`config.mk`:
```
export PLATFORM = sky130hd
export DESIGN_NAME = sprite_line_evaluation
export DESIGN_NICKNAME = d
export VERILOG_FILES = /design/src/hdl/sle_pkg.sv /design/src/hdl/sle_mem.sv /design/src/hdl/sle_range.sv /design/src/hdl/sle_seq.sv /design/src/hdl/sprite_line_evaluation.sv
export SDC_FILE = /design/constraint.sdc
export NUM_CORES = 2
export LEC_CHECK = 0
export BUFFER_PORTS_ARGS = -buffer_cell sky130_fd_sc_hd__buf_2
export CAP_MARGIN = 5
export CELL_PAD_IN_SITES_DETAIL_PLACEMENT = 2
export CELL_PAD_IN_SITES_GLOBAL_PLACEMENT = 2
export CORE_ASPECT_RATIO = 1.1
export CORE_MARGIN = 4
export CORE_UTILIZATION = 40
export CTS_CLUSTER_SIZE = 20
export DETAILED_ROUTE_END_ITERATION = 12
export HOLD_SLACK_MARGIN = 0.08
export PLACE_DENSITY = 0.73
export SETUP_SLACK_MARGIN = 0.15
export SLEW_MARGIN = 25
export SYNTH_ARGS = -nofsm -noshare
export SYNTH_HDL_FRONTEND = slang
export SYNTH_SLANG_ARGS = --single-unit
```
`constraint.sdc`:
```
create_clock -name clock -period 4.3 [get_ports clock]
set_input_delay 0.215 -clock clock [delete_from_list [all_inputs] [get_ports clock]]
set_output_delay 0.215 -clock clock [all_outputs]
set_load 0.03 [all_outputs]
```
`src/hdl/sle_pkg.sv`:
```
package sle_pkg;

   localparam int unsigned ADDR_W      = 8;
   localparam int unsigned BYTE_W      = 8;
   localparam int unsigned LINE_W      = 9;
   localparam int unsigned SLOT_W      = 3;
   localparam int unsigned COUNT_W     = 4;
   localparam int unsigned MEM_DEPTH   = 256;
   localparam int unsigned REQ_TDATA_W = 24;
   localparam int unsigned RSP_TDATA_W = 56;

   // sprites with Y at or above this value are hidden
   localparam logic [BYTE_W-1:0] Y_LIMIT      = 8'd239;
   localparam logic [3:0]        SHORT_HEIGHT = 4'd7;
   localparam logic [3:0]        TALL_HEIGHT  = 4'd15;
   // attribute byte bits 2..4 read as zero on a register read; evaluation returns them as stored
   localparam logic [BYTE_W-1:0] ATTR_HIDDEN  = 8'h1C;
   localparam logic [1:0]        ATTR_OFFSET  = 2'd2;
   localparam logic [1:0]        X_OFFSET     = 2'd3;

   typedef enum logic [1:0] {
      OP_SET_ADDR = 2'd0,
      OP_WRITE    = 2'd1,
      OP_READ     = 2'd2,
      OP_EVAL     = 2'd3
   } sle_op_type;

   typedef enum logic [2:0] {
      ST_IDLE,
      ST_READ_WAIT,
      ST_REG_PUSH,
      ST_SCAN,
      ST_FETCH,
      ST_EMIT,
      ST_OVF,
      ST_SUMMARY
   } sle_state_type;

   typedef struct packed {
      logic [BYTE_W-1:0]  read_data;
      logic [SLOT_W-1:0]  slot;
      logic [BYTE_W-1:0]  sprite_y;
      logic [BYTE_W-1:0]  sprite_tile;
      logic [BYTE_W-1:0]  sprite_attr;
      logic [BYTE_W-1:0]  sprite_x;
      logic [COUNT_W-1:0] found_count;
      logic               sprite_zero_hit_line;
      logic               overflow;
      logic               is_summary;
      logic               last;
   } sle_result_type;

   typedef struct packed {
      logic           valid;
      sle_result_type result;
   } sle_push_type;

endpackage

```
`src/hdl/sle_mem.sv`:
```
module sle_mem (
   input  logic                        clock,
   input  logic                        reset,
   input  logic                        wr_en,
   input  logic [sle_pkg::ADDR_W-1:0]  wr_addr,
   input  logic [sle_pkg::BYTE_W-1:0]  wr_data,
   input  logic [sle_pkg::ADDR_W-1:0]  rd_addr,
   output logic [sle_pkg::BYTE_W-1:0]  rd_data
);
   import sle_pkg::*;

   logic [BYTE_W-1:0]    mem [MEM_DEPTH];
   logic [MEM_DEPTH-1:0] valid_ff;
   logic [BYTE_W-1:0]    rd_data_ff;

   always_ff @(posedge clock) begin
      if (wr_en) begin
         mem[wr_addr] <= wr_data;
      end
      // entries never written read as zero
      rd_data_ff <= valid_ff[rd_addr] ? mem[rd_addr] : '0;
   end

   always_ff @(posedge clock) begin
      if (reset) begin
         valid_ff <= '0;
      end else if (wr_en) begin
         valid_ff[wr_addr] <= 1'b1;
      end
   end

   assign rd_data = rd_data_ff;

endmodule

```
`src/hdl/sle_range.sv`:
```
module sle_range (
   input  logic [sle_pkg::BYTE_W-1:0] y,
   input  logic [sle_pkg::LINE_W-1:0] line,
   input  logic                       tall,
   output logic                       hit
);
   import sle_pkg::*;

   logic [LINE_W:0] bottom;

   assign bottom = (LINE_W+1)'(y) + (LINE_W+1)'(tall ? TALL_HEIGHT : SHORT_HEIGHT);
   assign hit    = (y < Y_LIMIT) && (line >= LINE_W'(y)) && ((LINE_W+1)'(line) <= bottom);

endmodule

```
`src/hdl/sle_seq.sv`:
```
module sle_seq #(
   parameter int unsigned SPRITE_COUNT = 64,
   parameter int unsigned LINE_SLOTS   = 8
) (
   input  logic                        clock,
   input  logic                        reset,
   input  logic                        req_valid,
   output logic                        req_ready,
   input  logic [1:0]                  req_op,
   input  logic [sle_pkg::BYTE_W-1:0]  req_data,
   input  logic [sle_pkg::LINE_W-1:0]  req_scanline,
   input  logic                        out_free,
   output sle_pkg::sle_push_type       push,
   output logic                        wr_en,
   output logic [sle_pkg::ADDR_W-1:0]  wr_addr,
   output logic [sle_pkg::BYTE_W-1:0]  wr_data,
   output logic [sle_pkg::ADDR_W-1:0]  rd_addr,
   input  logic [sle_pkg::BYTE_W-1:0]  rd_data,
   output logic [sle_pkg::LINE_W-1:0]  scan_line,
   input  logic                        hit
);
   import sle_pkg::*;

   localparam int unsigned SPR_W = $clog2(SPRITE_COUNT);

   sle_state_type      state_ff, state_in;
   logic [ADDR_W-1:0]  addr_ff, addr_in;
   logic [SPR_W-1:0]   n_ff, n_in;
   logic [1:0]         m_ff, m_in;
   logic [1:0]         byte_ff, byte_in;
   logic [COUNT_W-1:0] found_ff, found_in;
   logic               zero_ff, zero_in;
   logic               ovf_ff, ovf_in;
   logic [LINE_W-1:0]  line_ff, line_in;
   logic [BYTE_W-1:0]  y_ff, y_in;
   logic [BYTE_W-1:0]  tile_ff, tile_in;
   logic [BYTE_W-1:0]  attr_ff, attr_in;
   logic [BYTE_W-1:0]  x_ff, x_in;
   logic [BYTE_W-1:0]  rdata_ff, rdata_in;

   logic               last_sprite;
   logic               slots_full;
   logic [SPR_W-1:0]   n_inc;
   sle_op_type         op;

   function automatic logic [ADDR_W-1:0] sprite_addr(input logic [SPR_W-1:0] n,
                                                     input logic [1:0] m);
      return ADDR_W'({n, m});
   endfunction

   assign op          = sle_op_type'(req_op);
   assign last_sprite = (n_ff == SPR_W'(SPRITE_COUNT - 1));
   assign slots_full  = (found_ff == COUNT_W'(LINE_SLOTS - 1));
   assign n_inc       = n_ff + SPR_W'(1);
   assign scan_line   = line_ff;

   // next state
   always_comb begin
      state_in = state_ff;
      case (state_ff)
         ST_IDLE: begin
            if (req_valid) begin
               case (op)
                  OP_READ: state_in = ST_READ_WAIT;
                  OP_EVAL: state_in = ST_SCAN;
                  default: state_in = ST_REG_PUSH;
               endcase
            end
         end
         ST_READ_WAIT: state_in = ST_REG_PUSH;
         ST_REG_PUSH: begin
            if (out_free) state_in = ST_IDLE;
         end
         ST_SCAN: begin
            if (hit) begin
               state_in = ST_FETCH;
            end else if (last_sprite) begin
               state_in = ST_SUMMARY;
            end
         end
         ST_FETCH: begin
            if (byte_ff == X_OFFSET) state_in = ST_EMIT;
         end
         ST_EMIT: begin
            if (out_free) begin
               if (last_sprite) begin
                  state_in = ST_SUMMARY;
               end else if (slots_full) begin
                  state_in = ST_OVF;
               end else begin
                  state_in = ST_SCAN;
               end
            end
         end
         ST_OVF: begin
            if (hit || last_sprite) state_in = ST_SUMMARY;
         end
         ST_SUMMARY: begin
            if (out_free) state_in = ST_IDLE;
         end
         default: state_in = ST_IDLE;
      endcase
   end

   // datapath and outputs
   always_comb begin
      addr_in   = addr_ff;
      n_in      = n_ff;
      m_in      = m_ff;
      byte_in   = byte_ff;
      found_in  = found_ff;
      zero_in   = zero_ff;
      ovf_in    = ovf_ff;
      line_in   = line_ff;
      y_in      = y_ff;
      tile_in   = tile_ff;
      attr_in   = attr_ff;
      x_in      = x_ff;
      rdata_in  = rdata_ff;
      req_ready = 1'b0;
      wr_en     = 1'b0;
      wr_addr   = addr_ff;
      wr_data   = req_data;
      rd_addr   = addr_ff;
      push      = '0;
      case (state_ff)
         ST_IDLE: begin
            req_ready = 1'b1;
            if (op == OP_EVAL) rd_addr = '0;
            if (req_valid) begin
               case (op)
                  OP_SET_ADDR: begin
                     addr_in  = req_data;
                     rdata_in = '0;
                  end
                  OP_WRITE: begin
                     wr_en    = 1'b1;
                     addr_in  = addr_ff + 8'd1;
                     rdata_in = '0;
                  end
                  OP_EVAL: begin
                     n_in     = '0;
                     m_in     = '0;
                     found_in = '0;
                     zero_in  = 1'b0;
                     ovf_in   = 1'b0;
                     line_in  = req_scanline;
                  end
                  default: ;
               endcase
            end
         end
         ST_READ_WAIT: begin
            rdata_in = (addr_ff[1:0] == ATTR_OFFSET) ? (rd_data & ~ATTR_HIDDEN) : rd_data;
         end
         ST_REG_PUSH: begin
            push.valid             = out_free;
            push.result.read_data  = rdata_ff;
            push.result.is_summary = 1'b1;
            push.result.last       = 1'b1;
         end
         ST_SCAN: begin
            if (hit) begin
               y_in    = rd_data;
               zero_in = zero_ff | (n_ff == '0);
               byte_in = 2'd1;
               rd_addr = sprite_addr(n_ff, 2'd1);
            end else begin
               n_in    = last_sprite ? n_ff : n_inc;
               rd_addr = sprite_addr(n_inc, 2'd0);
            end
         end
         ST_FETCH: begin
            case (byte_ff)
               2'd1:        tile_in = rd_data;
               ATTR_OFFSET: attr_in = rd_data;
               default:     x_in    = rd_data;
            endcase
            byte_in = byte_ff + 2'd1;
            rd_addr = sprite_addr(n_ff, byte_ff + 2'd1);
         end
         ST_EMIT: begin
            push.valid              = out_free;
            push.result.slot        = found_ff[SLOT_W-1:0];
            push.result.sprite_y    = y_ff;
            push.result.sprite_tile = tile_ff;
            push.result.sprite_attr = attr_ff;
            push.result.sprite_x    = x_ff;
            rd_addr                 = sprite_addr(n_inc, 2'd0);
            if (out_free) begin
               found_in = found_ff + 4'd1;
               if (!last_sprite) begin
                  n_in = n_inc;
                  m_in = 2'd0;
               end
            end
         end
         ST_OVF: begin
            // diagonal walk: byte index advances along with the sprite
            rd_addr = sprite_addr(n_inc, m_ff + 2'd1);
            if (hit) begin
               ovf_in = 1'b1;
            end else if (!last_sprite) begin
               n_in = n_inc;
               m_in = m_ff + 2'd1;
            end
         end
         ST_SUMMARY: begin
            push.valid                       = out_free;
            push.result.found_count          = found_ff;
            push.result.sprite_zero_hit_line = zero_ff;
            push.result.overflow             = ovf_ff;
            push.result.is_summary           = 1'b1;
            push.result.last                 = 1'b1;
         end
         default: ;
      endcase
   end

   always_ff @(posedge clock) begin
      if (reset) begin
         state_ff <= ST_IDLE;
         addr_ff  <= '0;
         n_ff     <= '0;
         m_ff     <= '0;
         byte_ff  <= '0;
         found_ff <= '0;
         zero_ff  <= 1'b0;
         ovf_ff   <= 1'b0;
      end else begin
         state_ff <= state_in;
         addr_ff  <= addr_in;
         n_ff     <= n_in;
         m_ff     <= m_in;
         byte_ff  <= byte_in;
         found_ff <= found_in;
         zero_ff  <= zero_in;
         ovf_ff   <= ovf_in;
      end
   end

   always_ff @(posedge clock) begin
      line_ff  <= line_in;
      y_ff     <= y_in;
      tile_ff  <= tile_in;
      attr_ff  <= attr_in;
      x_ff     <= x_in;
      rdata_ff <= rdata_in;
   end

   a_found_bound: assert property (@(posedge clock) disable iff (reset)
      found_ff <= COUNT_W'(LINE_SLOTS))
      else $error("line list count beyond slot total");

   a_push_free: assert property (@(posedge clock) disable iff (reset)
      push.valid |-> out_free)
      else $error("result pushed into a full output register");

   a_ovf_full: assert property (@(posedge clock) disable iff (reset)
      ovf_ff |-> found_ff == COUNT_W'(LINE_SLOTS))
      else $error("overflow set with line list not full");

   a_ovf_scan: assert property (@(posedge clock) disable iff (reset)
      state_ff == ST_OVF |-> found_ff == COUNT_W'(LINE_SLOTS))
      else $error("overflow walk entered early");

endmodule

```
`src/hdl/sprite_line_evaluation.sv`:
```
// Sprite line evaluation: a 256-byte sprite attribute memory (sprites of four
// bytes: Y, tile, attribute, X) behind an auto-incrementing byte address, plus
// a scanline evaluator. Each request beat carries an op in req_tuser: set the
// address, write a byte (address then advances), read a byte (attribute bytes
// read with bits 2..4 clear, address holds), or evaluate a scanline. A
// register access returns one beat; an evaluation returns one beat per sprite
// found (up to LINE_SLOTS) and then a summary beat with tlast set. All memory
// traffic goes through a single read port, so an evaluation reads sprite
// bytes one at a time; a hit in the overflow walk ends the walk early. The
// sequencer waits while the output register holds a beat not yet taken by
// rsp_tready. The block takes one request at a time and drops req_tready
// until the last result beat has been handed to the output register, which
// holds it until rsp_tready. Memory contents read as zero after reset
// without any clearing pass.
module sprite_line_evaluation #(
   parameter int unsigned SPRITE_COUNT = 64,
   parameter int unsigned LINE_SLOTS   = 8
) (
   input  logic                                clock,
   input  logic                                reset,
   // request: tdata = data[7:0], scanline[16:8], zero fill
   input  logic                                req_tvalid,
   output logic                                req_tready,
   input  logic [sle_pkg::REQ_TDATA_W-1:0]     req_tdata,
   // request: tuser = op[1:0]
   input  logic [1:0]                          req_tuser,
   // result: tdata = read_data[7:0], slot[10:8], sprite_y[18:11],
   // sprite_tile[26:19], sprite_attr[34:27], sprite_x[42:35],
   // found_count[46:43], sprite_zero_hit_line[47], overflow[48], zero fill
   output logic                                rsp_tvalid,
   input  logic                                rsp_tready,
   output logic [sle_pkg::RSP_TDATA_W-1:0]     rsp_tdata,
   // result: tuser = is_summary
   output logic [0:0]                          rsp_tuser,
   output logic                                rsp_tlast,
   // tall sprite select
   input  logic                                csr_valid,
   output logic                                csr_ready,
   input  logic                                csr_data
);
   import sle_pkg::*;

   logic               tall_ff;
   logic               rsp_valid_ff;
   sle_result_type     rsp_result_ff;
   logic               out_free;
   sle_push_type       push;
   logic               wr_en;
   logic [ADDR_W-1:0]  wr_addr;
   logic [BYTE_W-1:0]  wr_data;
   logic [ADDR_W-1:0]  rd_addr;
   logic [BYTE_W-1:0]  rd_data;
   logic [LINE_W-1:0]  scan_line;
   logic               hit;

   // configuration is taken at any time; the user must write it only while idle, the block does not enforce it
   assign csr_ready = 1'b1;

   always_ff @(posedge clock) begin
      if (reset) begin
         tall_ff <= 1'b0;
      end else if (csr_valid) begin
         tall_ff <= csr_data;
      end
   end

   sle_mem u_mem (
      .clock   (clock),
      .reset   (reset),
      .wr_en   (wr_en),
      .wr_addr (wr_addr),
      .wr_data (wr_data),
      .rd_addr (rd_addr),
      .rd_data (rd_data)
   );

   // shared in-range test: serves both the main scan and the overflow walk
   sle_range u_range (
      .y    (rd_data),
      .line (scan_line),
      .tall (tall_ff),
      .hit  (hit)
   );

   sle_seq #(
      .SPRITE_COUNT (SPRITE_COUNT),
      .LINE_SLOTS   (LINE_SLOTS)
   ) u_seq (
      .clock        (clock),
      .reset        (reset),
      .req_valid    (req_tvalid),
      .req_ready    (req_tready),
      .req_op       (req_tuser),
      .req_data     (req_tdata[7:0]),
      .req_scanline (req_tdata[16:8]),
      .out_free     (out_free),
      .push         (push),
      .wr_en        (wr_en),
      .wr_addr      (wr_addr),
      .wr_data      (wr_data),
      .rd_addr      (rd_addr),
      .rd_data      (rd_data),
      .scan_line    (scan_line),
      .hit          (hit)
   );

   // output register: load a new beat when empty or when the held beat leaves
   assign out_free = !rsp_valid_ff || rsp_tready;

   always_ff @(posedge clock) begin
      if (reset) begin
         rsp_valid_ff <= 1'b0;
      end else if (push.valid) begin
         rsp_valid_ff <= 1'b1;
      end else if (rsp_tready) begin
         rsp_valid_ff <= 1'b0;
      end
   end

   always_ff @(posedge clock) begin
      if (push.valid) begin
         rsp_result_ff <= push.result;
      end
   end

   assign rsp_tvalid = rsp_valid_ff;
   assign rsp_tdata  = {7'd0,
                        rsp_result_ff.overflow,
                        rsp_result_ff.sprite_zero_hit_line,
                        rsp_result_ff.found_count,
                        rsp_result_ff.sprite_x,
                        rsp_result_ff.sprite_attr,
                        rsp_result_ff.sprite_tile,
                        rsp_result_ff.sprite_y,
                        rsp_result_ff.slot,
                        rsp_result_ff.read_data};
   assign rsp_tuser  = rsp_result_ff.is_summary;
   assign rsp_tlast  = rsp_result_ff.last;

endmodule
```
==> results.json <==
{
  "synth-seq-cells": 2440,
  "cts_buffers": 272,
  "drt_iter0_markers": 8294,
  "period_minus_slack_ps": 5640,
  "cap_viol_max_count": 0,
  "viasPerCell": 6.03,
  "nets": 8720,
  "p_clk_share_pct": 34.7,
  "place_inst": 11541,
  "tightestPinTransition_ps": 1210,
  "worst_setup_path_end_kind": "register",
  "final_hold_viol_count": 0,
  "area_delta_synth_final_pct": 21.6,
  "gp_congestion": 0.893,
  "wl_mm": 404,
  "synth-compound-area-share_pct": 6.39,
  "status": "finished, violations left",
  "relSlewSlack_pct": 19.5,
  "path_clk_slew_ps": 70,
  "synth-edff-count": 2147,
  "fin_ws_ps": -1340,
  "die_w_um": 480,
  "drc": 0,
  "via_count": 73236,
  "postRouteAntennaNets": 0,
  "port_buffers": 77,
  "io_pins": 93,
  "final_cell_mix": "edfxtp_1 (2147), nand2_1 (2087), nor2_1 (781)",
  "postSynth.asyncResetShare_pct": 0,
  "fp-row-count": 190,
  "sw_frac_of_total_pct": 32.4,
  "mostFrequentLayoutCell": "edfxtp_1",
  "ys_seq_area_share_pct": 71.7,
  "first_global_vias": 79940,
  "htree_levels": 5,
  "worst-endpoint-required_ps": 5030,
  "detailed_place_hpwl_mm": 243,
  "grt_overflow": 0,
  "cts.path.max_buffers": 4,
  "final_util_pct": 48.9,
  "critPathKind": "reg2reg",
  "internal_power_mw": 45.9,
  "synth.avg_cell_area_um2": 12.3,
  "finalSetupViolCount": 8,
  "initial_core_util_pct": 40.2,
  "cts_tree": "done",
  "grt_pass1_wl_mm": 572,
  "fin_cells": 12137,
  "drive_gt1_share_pct": 18.4,
  "rsz0062_at_grt": "true",
  "path_max_fanout": 17,
  "min_path_type": "in2reg",
  "worstPathArrival_ps": 6370,
  "synth_fa_ha_area_share_pct": 0.383,
  "power-per-cell-area_nw_per_um2": 569,
  "cellLeakagePower_nw": 41.4,
  "synth_ff_type": "edfxtp_1",
  "violations": "setup timing",
  "startpoint_type": "register",
  "seq_power_share_pct": 38.9,
  "synth_mux_area_share_pct": 1.70,
  "finClkSkew_ps": 33.3,
  "power_switching_mw": 22.0,
  "drv_slew": 0,
  "synthXorXnorAreaFrac_pct": 0.107,
  "cts-root-buf": "clkbuf_16",
  "wire_per_inst_um": 33.3,
  "syn_inst": 7956,
  "grt_max_degree": 116,
  "timing.fmax_ghz": 0.177,
  "clock_sinks": 2440,
  "ys_warn_count": 0,
  "ys_types": 84,
  "p_comb_share_pct": 26.5,
  "core_area_um2": 244000,
  "synth_top_family_by_area": "simple AND/OR/NAND/NOR gates",
  "antenna_found_initial": 18,
  "p_total_mw": 67.9,
  "dieArea_um2": 253000,
  "syn_area_um2": 98100,
  "yosys.area_share.simple_pct": 17.0,
  "drt-pass1-iter-count": 6,
  "die_h_um": 527,
  "ir_worst_vdd_mv": 0.278,
  "clock_latency_ps": 860,
  "grt_use_total_pct": 30.6,
  "finalCritPeriodShare_pct": 131
}
## synthesized netlist by cell type, types with 47 or more instances
cell / count / share of area [%]
edfxtp_1: 2147 / 66
nand2_1: 2101 / 8.0
nor2_1: 800 / 3.1
nand3_1: 615 / 3.1
dfxtp_1: 293 / 6.0
and3_1: 272 / 1.7
clkbuf_1: 253 / 0.97
a311oi_1: 194 / 1.7
a31oi_1: 190 / 1.2
buf_2: 184 / 0.94
a21oi_1: 147 / 0.75
mux2i_1: 73 / 0.75
buf_1: 58 / 0.22
o21ai_0: 55 / 0.28
and2_1: 47 / 0.30
## critical path, stage by stage, from the launching register on
cell       delay, ps
dfxtp_1          440
o31a_1           410
o21ai_2          250
buf_4            160
buf_4            110
xnor2_1          100
ha_1             320
nand3_1          160
nor3_2           330
a21oi_4           80
buf_6            140
a22oi_4          210
a21boi_4         100
buf_4            150
buf_12           150
buf_12           160
and3_1           180
a31oi_2          300
o22ai_1          260
a2111oi_4        770
a31oi_1          170
buf_4            210
a41oi_4          320
## metrics by stage
step | setup TNS [ps] | setup WS, ps | hold slack (ps) | cell area [um2]
finish | -10030 | -1340 | 102 | 119000
global route | -10440 | -1350 | 90.9 | 119000
CTS | -7360 | -945 | 81.3 | 118000
detailed placement | -12500 | -1720 | 395 | 108000
global placement | -11200 | -1580 | 398 | 108000
floorplan | 0 | 169 | 314 | 98200
## power groups by stage
stage | Clock, mW | Combinational, mW | Sequential, mW
6_report | 23.5 | 18.0 | 26.4
5_1_grt | 24.8 | 18.7 | 26.4
3_5_place_dp | 0 | 15.6 | 26.8
2_1_floorplan | 0 | 7.58 | 27.1
3_3_place_gp | 0 | 14.9 | 26.8
4_1_cts | 23.7 | 16.9 | 26.3
## logic make-up after synthesis
group	Yosys count
simple gates	3945
flops	2440
compound gates	847
buf+inv	565
mux	115
fa+ha+maj	30
xor+xnor	12
other cells	2
## what timing repair did
item                                    4_1_cts  5_1_grt
gates resized for setup                     180       97
endpoints found under the setup margin       18       36
hold buffers                                 33        0
pin swaps                                    29       41
cloned                                        8        5
hold endpoints to repair                    632        0
setup buffers                                24       36
## cell type report
cell class	count	area [um2]
diodes	4	10.0
inverters	19	71.3
flip-flops and latches	2440	70300
clock buffers	391	7800
repair buffers	968	9350
multi-input cells	4957	26700
well taps	3264	4080
clock inverters	94	888
fillers	23440	125000
## worst paths after layout
kind                                                         end                             start  cells after the start  slack [ps]
worst max-delay path                 u_mem.rd_data[3]$_SDFF_PN0_       u_mem.rd_data[2]$_SDFF_PN0_                     22       -1340
worst min-delay path                u_seq.scan_line[1]$_DFFE_PP_                      req_tdata[9]                      2         100
worst max register to register       u_mem.rd_data[3]$_SDFF_PN0_       u_mem.rd_data[2]$_SDFF_PN0_                     22       -1340
worst min register to register  u_mem.valid_ff[220]$_SDFFE_PP0P_  u_mem.valid_ff[220]$_SDFFE_PP0P_                      2         470
## sequential cells by signal (all words and copies together), names as in the netlist, 2 cells and up
register,cells
u_seq.rdata_ff,8
u_seq.found_ff,4
u_seq.n_ff,6
u_seq.byte_ff,2
u_seq.x_ff,8
rsp_tdata,49
u_seq.wr_addr,8
u_seq.scan_line,9
u_seq.y_ff,8
u_mem.rd_data,8
u_seq.attr_ff,8
u_mem.mem,2048
u_mem.valid_ff,256
u_seq.state_ff,3
u_seq.tile_ff,8
u_seq.m_ff,2
## routing by layer
| metal | vias to the layer above | track usage [%] | part of all wire, % | wire length, um |
|---|---|---|---|---|
| met5 | - | 0 | 0.016 | 63 |
| met2 | 3285 | 52.5 | 50 | 201000 |
| met1 | 38708 | 37.2 | 38 | 153000 |
| met3 | 977 | 5.31 | 7.0 | 28100 |
| met4 | 10 | 15.1 | 5.5 | 22200 |
| li1 | 30256 | - | - | - |
Note: power is estimated with default switching activity, not from simulation.
